File: config.mk
export PLATFORM = sky130hd
export DESIGN_NAME = nfsa_ctrl
export DESIGN_NICKNAME = d
export VERILOG_FILES = /design/src/nfsa_pkg.sv /design/src/nfsa_ctrl.sv
export SDC_FILE = /design/constraint.sdc
export NUM_CORES = 1
export LEC_CHECK = 0
export BUFFER_PORTS_ARGS = -buffer_cell sky130_fd_sc_hd__buf_2
export CORE_AREA = 3 3 40 42
export CTS_BUF_LIST = sky130_fd_sc_hd__clkbuf_8
export DETAILED_ROUTE_END_ITERATION = 7
export DIE_AREA = 0 0 43 45
export GPL_TIMING_DRIVEN = 0
export PLACE_DENSITY = 0.62
export SLEW_MARGIN = 30
export SYNTH_ARGS = -nofsm -noshare
export SYNTH_HDL_FRONTEND = slang
export SYNTH_SLANG_ARGS = --single-unit
File: constraint.sdc
create_clock -name aclk -period 1.3 [get_ports aclk]
set_input_delay 0.13 -clock aclk [delete_from_list [all_inputs] [get_ports aclk]]
set_output_delay 0.13 -clock aclk [all_outputs]
set_load 0.05 [all_outputs]
File: src/nfsa_pkg.sv
// Shared constants, types and helper functions for the next-fit slot allocator.
// Used by the controller, the datapath and the top level; depends on nothing.
package nfsa_pkg;

    localparam int SLOTS       = 4096;
    localparam int SLOT_W      = $clog2(SLOTS);
    localparam int BIT_W       = 6;
    localparam int ROW_BITS    = 1 << BIT_W;
    localparam int ROWS        = SLOTS / ROW_BITS;
    localparam int ROW_W       = SLOT_W - BIT_W;
    localparam int COUNT_W     = SLOT_W + 1;
    localparam int RESERVED    = 3;
    localparam int OP_W        = 2;
    localparam int IDX_W       = 13;
    localparam int KIND_W      = 3;
    localparam int WORD_W      = 32;
    localparam int STATUS_W    = 2;
    localparam int IN_TDATA_W  = 56;
    localparam int OUT_TDATA_W = 64;

    localparam logic [OP_W-1:0] OP_OPEN  = 2'd0;
    localparam logic [OP_W-1:0] OP_CLOSE = 2'd1;
    localparam logic [OP_W-1:0] OP_READ  = 2'd2;

    localparam logic [STATUS_W-1:0] ST_OK        = 2'd0;
    localparam logic [STATUS_W-1:0] ST_BAD_INDEX = 2'd1;
    localparam logic [STATUS_W-1:0] ST_INVALID   = 2'd2;
    localparam logic [STATUS_W-1:0] ST_FULL      = 2'd3;

    localparam logic [KIND_W-1:0] KIND_MIN      = 3'd1;
    localparam logic [KIND_W-1:0] KIND_MAX      = 3'd3;
    localparam logic [KIND_W-1:0] KIND_RESERVED = 3'd1;

    typedef logic [ROW_BITS-1:0] row_t;
    typedef logic [ROWS-1:0]     summary_t;

    localparam row_t RESV_MASK = row_t'((64'd1 << RESERVED) - 64'd1);

    typedef struct packed {
        logic latch;
        logic clear_step;
        logic do_error;
        logic do_eval1;
        logic do_search;
        logic do_eval2;
        logic load_out;
    } cmd_t;

    typedef struct packed {
        logic clear_done;
        logic err;
        logic is_open;
        logic hit;
        logic sum_found;
    } stat_t;

    // Returns {found, position} of the lowest set bit of a bitmap row.
    function automatic logic [BIT_W:0] first_bit(input row_t v);
        logic [BIT_W:0] r;
        r = '0;
        for (int i = ROW_BITS - 1; i >= 0; i--) begin
            if (v[i]) begin
                r = {1'b1, BIT_W'(i)};
            end
        end
        return r;
    endfunction

    // Returns {found, row} of the lowest set bit of the summary vector.
    function automatic logic [ROW_W:0] first_row(input summary_t v);
        logic [ROW_W:0] r;
        r = '0;
        for (int i = ROWS - 1; i >= 0; i--) begin
            if (v[i]) begin
                r = {1'b1, ROW_W'(i)};
            end
        end
        return r;
    endfunction

endpackage

File: src/nfsa_ctrl.sv
// Controller state machine of the slot allocator: sequences the clearing pass
// and each operation, and owns the beat handshakes. Depends on nfsa_pkg.
module nfsa_ctrl (
    input  logic           aclk,
    input  logic           aresetn,
    input  logic           s_tvalid,
    output logic           s_tready,
    output logic           m_tvalid,
    input  logic           m_tready,
    input  nfsa_pkg::stat_t stat,
    output nfsa_pkg::cmd_t  cmd
);
    import nfsa_pkg::*;

    localparam logic [2:0] S_CLEAR  = 3'd0;
    localparam logic [2:0] S_IDLE   = 3'd1;
    localparam logic [2:0] S_ISSUE  = 3'd2;
    localparam logic [2:0] S_EVAL   = 3'd3;
    localparam logic [2:0] S_SEARCH = 3'd4;
    localparam logic [2:0] S_EVAL2  = 3'd5;
    localparam logic [2:0] S_FIN    = 3'd6;

    logic [2:0] state_reg, state_next;
    logic       out_valid_reg, out_valid_next;

    assign s_tready = (state_reg == S_IDLE);
    assign m_tvalid = out_valid_reg;

    always_comb begin
        state_next = state_reg;
        cmd        = '0;
        unique case (state_reg)
            S_CLEAR: begin
                cmd.clear_step = 1'b1;
                if (stat.clear_done) begin
                    state_next = S_IDLE;
                end
            end
            S_IDLE: begin
                if (s_tvalid) begin
                    cmd.latch  = 1'b1;
                    state_next = S_ISSUE;
                end
            end
            S_ISSUE: begin
                if (stat.err) begin
                    cmd.do_error = 1'b1;
                    state_next   = S_FIN;
                end else begin
                    state_next = S_EVAL;
                end
            end
            S_EVAL: begin
                cmd.do_eval1 = 1'b1;
                if (!stat.is_open || stat.hit) begin
                    state_next = S_FIN;
                end else begin
                    state_next = S_SEARCH;
                end
            end
            S_SEARCH: begin
                cmd.do_search = 1'b1;
                state_next    = stat.sum_found ? S_EVAL2 : S_FIN;
            end
            S_EVAL2: begin
                cmd.do_eval2 = 1'b1;
                state_next   = S_FIN;
            end
            S_FIN: begin
                if (!out_valid_reg || m_tready) begin
                    cmd.load_out = 1'b1;
                    state_next   = S_IDLE;
                end
            end
            default: begin
                state_next = S_CLEAR;
            end
        endcase
    end

    always_comb begin
        out_valid_next = out_valid_reg;
        if (cmd.load_out) begin
            out_valid_next = 1'b1;
        end else if (m_tready) begin
            out_valid_next = 1'b0;
        end
    end

    always_ff @(posedge aclk) begin
        if (!aresetn) begin
            state_reg     <= S_CLEAR;
            out_valid_reg <= 1'b0;
        end else begin
            state_reg     <= state_next;
            out_valid_reg <= out_valid_next;
        end
    end

endmodule

Word level (Yosys, flattened, before mapping)
Index checks and enable logic that the tools add are counted.
Widths: inputs -> output; s select.

storage, ports and cells
  flip-flop bits (word level) = 4
  bits of input ports = 9
  output and inout port bits = 9
  logic and storage cells = 37

operators by class
  equality and inequality tests = 9
  mux-type cells = 19
  reductions and logical operators = 7

operator list
  kind                count
  $pmux 3 s7          1
  $mux 1              12
  $mux 3              4
  $eq 3x3->1 const B  3
  $eq 3x2->1 const B  2
  $ne 2x2->1 const B  3
  $mux 2              2
  $eq 3x1->1 const B  1
  $logic_not 3->1     1
  $reduce_and 3->1    1
  $logic_not 1->1     2
  $logic_or 1x1->1    2
  $reduce_bool 2->1   1

Longest topological paths before layout
  depth after elaboration = 5
  gate-level depth with buffers = 5
  depth with buffers taken out = 4

Worst setup path after synthesis
No wires, ideal clock.

  path type = register -> output
  start = reg state_reg[1]
  end = out cmd[5] (netlist bit)
  data arrival time = 1606 ps
  data required time = 1170 ps
  slack = -436 ps
  cell stages (with the launch flop) = 3
  path buffers = 1
  cells stage by stage = dfxtp_1 > clkbuf_4 > nor3_1

RTL lines
  what                    RTL line         source
  from (decl)             nfsa_ctrl.sv:23  logic [2:0] state_reg, state_next;
  from (signal assigned)  nfsa_ctrl.sv:95  state_reg <= state_next;
  to (decl)               nfsa_ctrl.sv:11  output nfsa_pkg::cmd_t cmd

==> impl_metrics.env <==
export IMPL_status="finished clean"
export IMPL_grt_pass1_wl_um=1450
export IMPL_leakagePower_uw=0.000276
export IMPL_slowest_delay_ns=0.36
export IMPL_critical_path_class="register to primary output"
export IMPL_nets=79
export IMPL_grt_max_degree=11
export IMPL_path_max_fanout=10
export IMPL_rsz0062_at_grt="yes"
export IMPL_ys_types=24
export IMPL_cts_buffer_depth=2
export IMPL_core_area_um2=1280
export IMPL_fmax_mhz=781
export IMPL_h_tree_depth=1
export IMPL_drt_wl_total_um=999
export IMPL_start_util=0.276
export IMPL_synth_top_family_by_area="simple AND/OR/NAND/NOR gates"
export IMPL_clkPwrFrac=0.360
export IMPL_tightestPinTransition_ns=0.323
export IMPL_swShare=0.357
export IMPL_finalWorstSetupSlack_ns=0.0196
export IMPL_comb_power_share=0.430
export IMPL_drv_slew=0
export IMPL_root_buffer="clkbuf_8"
export IMPL_avgRoutedWirePerCell_um=12.0
export IMPL_syn_cell_area_um2=354
export IMPL_syn_nets=55
export IMPL_port_buffers=17
export IMPL_gr_total_overflow=0
export IMPL_gp_congestion=0.720
export IMPL_firstDrtPassIters=4
export IMPL_antenna_found_initial=0
export IMPL_worstHoldPathType="input port to register"
export IMPL_synth_compound_area_frac=0.223
export IMPL_cts_tree="yes"
export IMPL_p_int_uw=467
export IMPL_start_kind="register"
export IMPL_final_cells=83
export IMPL_yosys_area_share_simple=0.389
export IMPL_cts_sinks=4
export IMPL_crit_slowest_cell="dfxtp_4"
export IMPL_die_h_um=45
export IMPL_layout_drive_gt1_share=0.603
export IMPL_finalSetupTns_ns=0
export IMPL_fin_crit_sh=0.985
export IMPL_finalHoldWorstSlack_ns=0.204
export IMPL_required_ns=1.17
export IMPL_ant_nets=0
export IMPL_dr_first_iter_drc_count=2
export IMPL_arrival_ns=1.15
export IMPL_crit_chain="clkbuf_8, nor3_4, buf_6"
export IMPL_yosysWarnings=0
export IMPL_die_area_um2=1940
export IMPL_synthCells=46
export IMPL_hold_violations=0
export IMPL_cts_made_buffers=3
export IMPL_seqPwrFrac=0.210
export IMPL_dp_cells=78
export IMPL_synthAdderAreaFrac=0
export IMPL_cp_end_kind="primary output"
export IMPL_grt_util_all_layers=0.103
export IMPL_p_switching_uw=258
export IMPL_num_vias=379
export IMPL_power_density_nw_per_um2=1210
export IMPL_synth_xor_area_frac=0
export IMPL_die_x_um=43
export IMPL_insertion_delay_ns=0.22
export IMPL_total_power_uw=725
export IMPL_areaGrowthSynthToFinish_pct=68.9
export IMPL_place_ws_ns=0.00754
export IMPL_synth_seq_cells=4
export IMPL_setup_viol=0
export IMPL_antenna_cells=0
export IMPL_max_slew_margin=0.784
export IMPL_drc_errors=0
export IMPL_cap_violations=0
export IMPL_first_global_vias=343
export IMPL_peakVddDrop_mv=0.663
export IMPL_io_pins=18
export IMPL_avgViaCountPerCell=4.57
export IMPL_syn_avg_cell_area_um2=7.70
export IMPL_fin_skew_ns=0.00460
export IMPL_rows=13
export IMPL_largest_reg_flops=3
export IMPL_clk_pin_slew_ns=0.03
export IMPL_seq_area_frac_synth=0.226
export IMPL_synth_mux_area_frac=0.0565
export IMPL_cts_hold_buf=0
export IMPL_period_minus_slack_ns=1.28
==> power groups by stage <==
stage	Sequential [uW]	Combinational, uW	Clock, uW
floorplan	146	203	0
global placement	148	255	0
detailed placement	149	256	0
CTS	151	287	268
global route	154	330	279
finish	152	312	261
==> per-stage QoR <==
stage	utilization	instance area (um2)
final	0.465	598
after global routing	0.465	598
after CTS	0.440	566
after detailed placement	0.364	468
after global placement	0.364	468
after floorplan	-	364
==> cell usage after synthesis <==
cell type  number  area share
o21ai_2         1       0.025
nand3_1         2       0.028
dfxtp_1         4        0.23
nor3_1          1       0.014
and2b_4         1       0.028
o21ai_1         2       0.028
and3b_1         1       0.025
and3_1          1       0.018
nor2_1          3       0.032
a21boi_1        3       0.064
inv_1           2       0.021
o211ai_2        1       0.035
clkbuf_4        1       0.021
nand2b_1        1       0.018
o211ai_1        1       0.021
buf_4           3       0.064
and2_1          2       0.035
nor2b_4         1       0.039
a21oi_2         2       0.049
nand2_1         7       0.074
nor2b_1         2       0.035
mux2i_1         2       0.057
or2_1           1       0.018
and4_1          1       0.025
==> final cells by class <==
| cell class | instances | area, um2 |
|---|---|---|
| timing repair buffer | 20 | 146 |
| multi-input combinational | 36 | 265 |
| fill | 130 | 687 |
| sequential | 4 | 86.3 |
| clock buffer | 3 | 41.3 |
| tap | 15 | 18.8 |
| buffer | 3 | 32.5 |
| inverter | 2 | 7.51 |
==> metal layers <==
metal | track usage | share of wire | up-vias | wire length, um
met3 | 0.0677 | 0.067 | 0 | 67
li1 | - | - | 197 | -
met2 | 0.168 | 0.51 | 13 | 514
met1 | 0.108 | 0.42 | 169 | 417
met5 | 0 | 0 | - | 0
met4 | 0.0361 | 0 | 0 | 0
==> cells by family (layout without fill, tap and decap cells) <==
| kind of cell | count (synthesis) | in the layout |
|---|---|---|
| buf+inv | 6 | 28 |
| simple gates | 24 | 24 |
| compound gates | 10 | 10 |
| flops | 4 | 4 |
| mux | 2 | 2 |
==> worst paths after layout <==
| check | end | depth (start not counted) | startpoint | slack [ns] |
|---|---|---|---|---|
| max | cmd[5] | 3 | state_reg[1] | 0.02 |
| min | state_reg[2] | 2 | aresetn | 0.20 |
| max reg2reg | state_reg[0] | 7 | state_reg[2] | 0.10 |
| min reg2reg | m_tvalid | 2 | m_tvalid | 0.51 |
==> timing repair <==
item / 4_1_cts / 5_1_grt
endpoints found under the setup margin: 8 / 8
cloned: 0 / 0
setup buffers: 3 / 0
resized for setup: 15 / 11
endpoints found under the hold margin: 0 / 0
pin swaps: 1 / 2
==> critical path, delay by kind of cell, from the launching register on <==
family                 cells  cell delay, ns
DFF                        1            0.36
buffers and inverters      2            0.35
and+or+nand+nor            1            0.22
==> cells in the final DEF (no fill, tap or decap), types with 2 or more instances in the layout <==
cell type  netlist  final
inv_1            2      2
dfxtp_2          0      2
mux2i_1          2      2
nand2_1          7      6
buf_2            0      9
buf_6            0      4
a21boi_1         3      3
o21ai_1          2      2
nor2_2           0      2
nand3_1          2      2
and2_1           2      2
a21oi_2          2      2
buf_4            3      8
clkbuf_8         0      4
No activity file was read; power rests on OpenSTA's default activity.
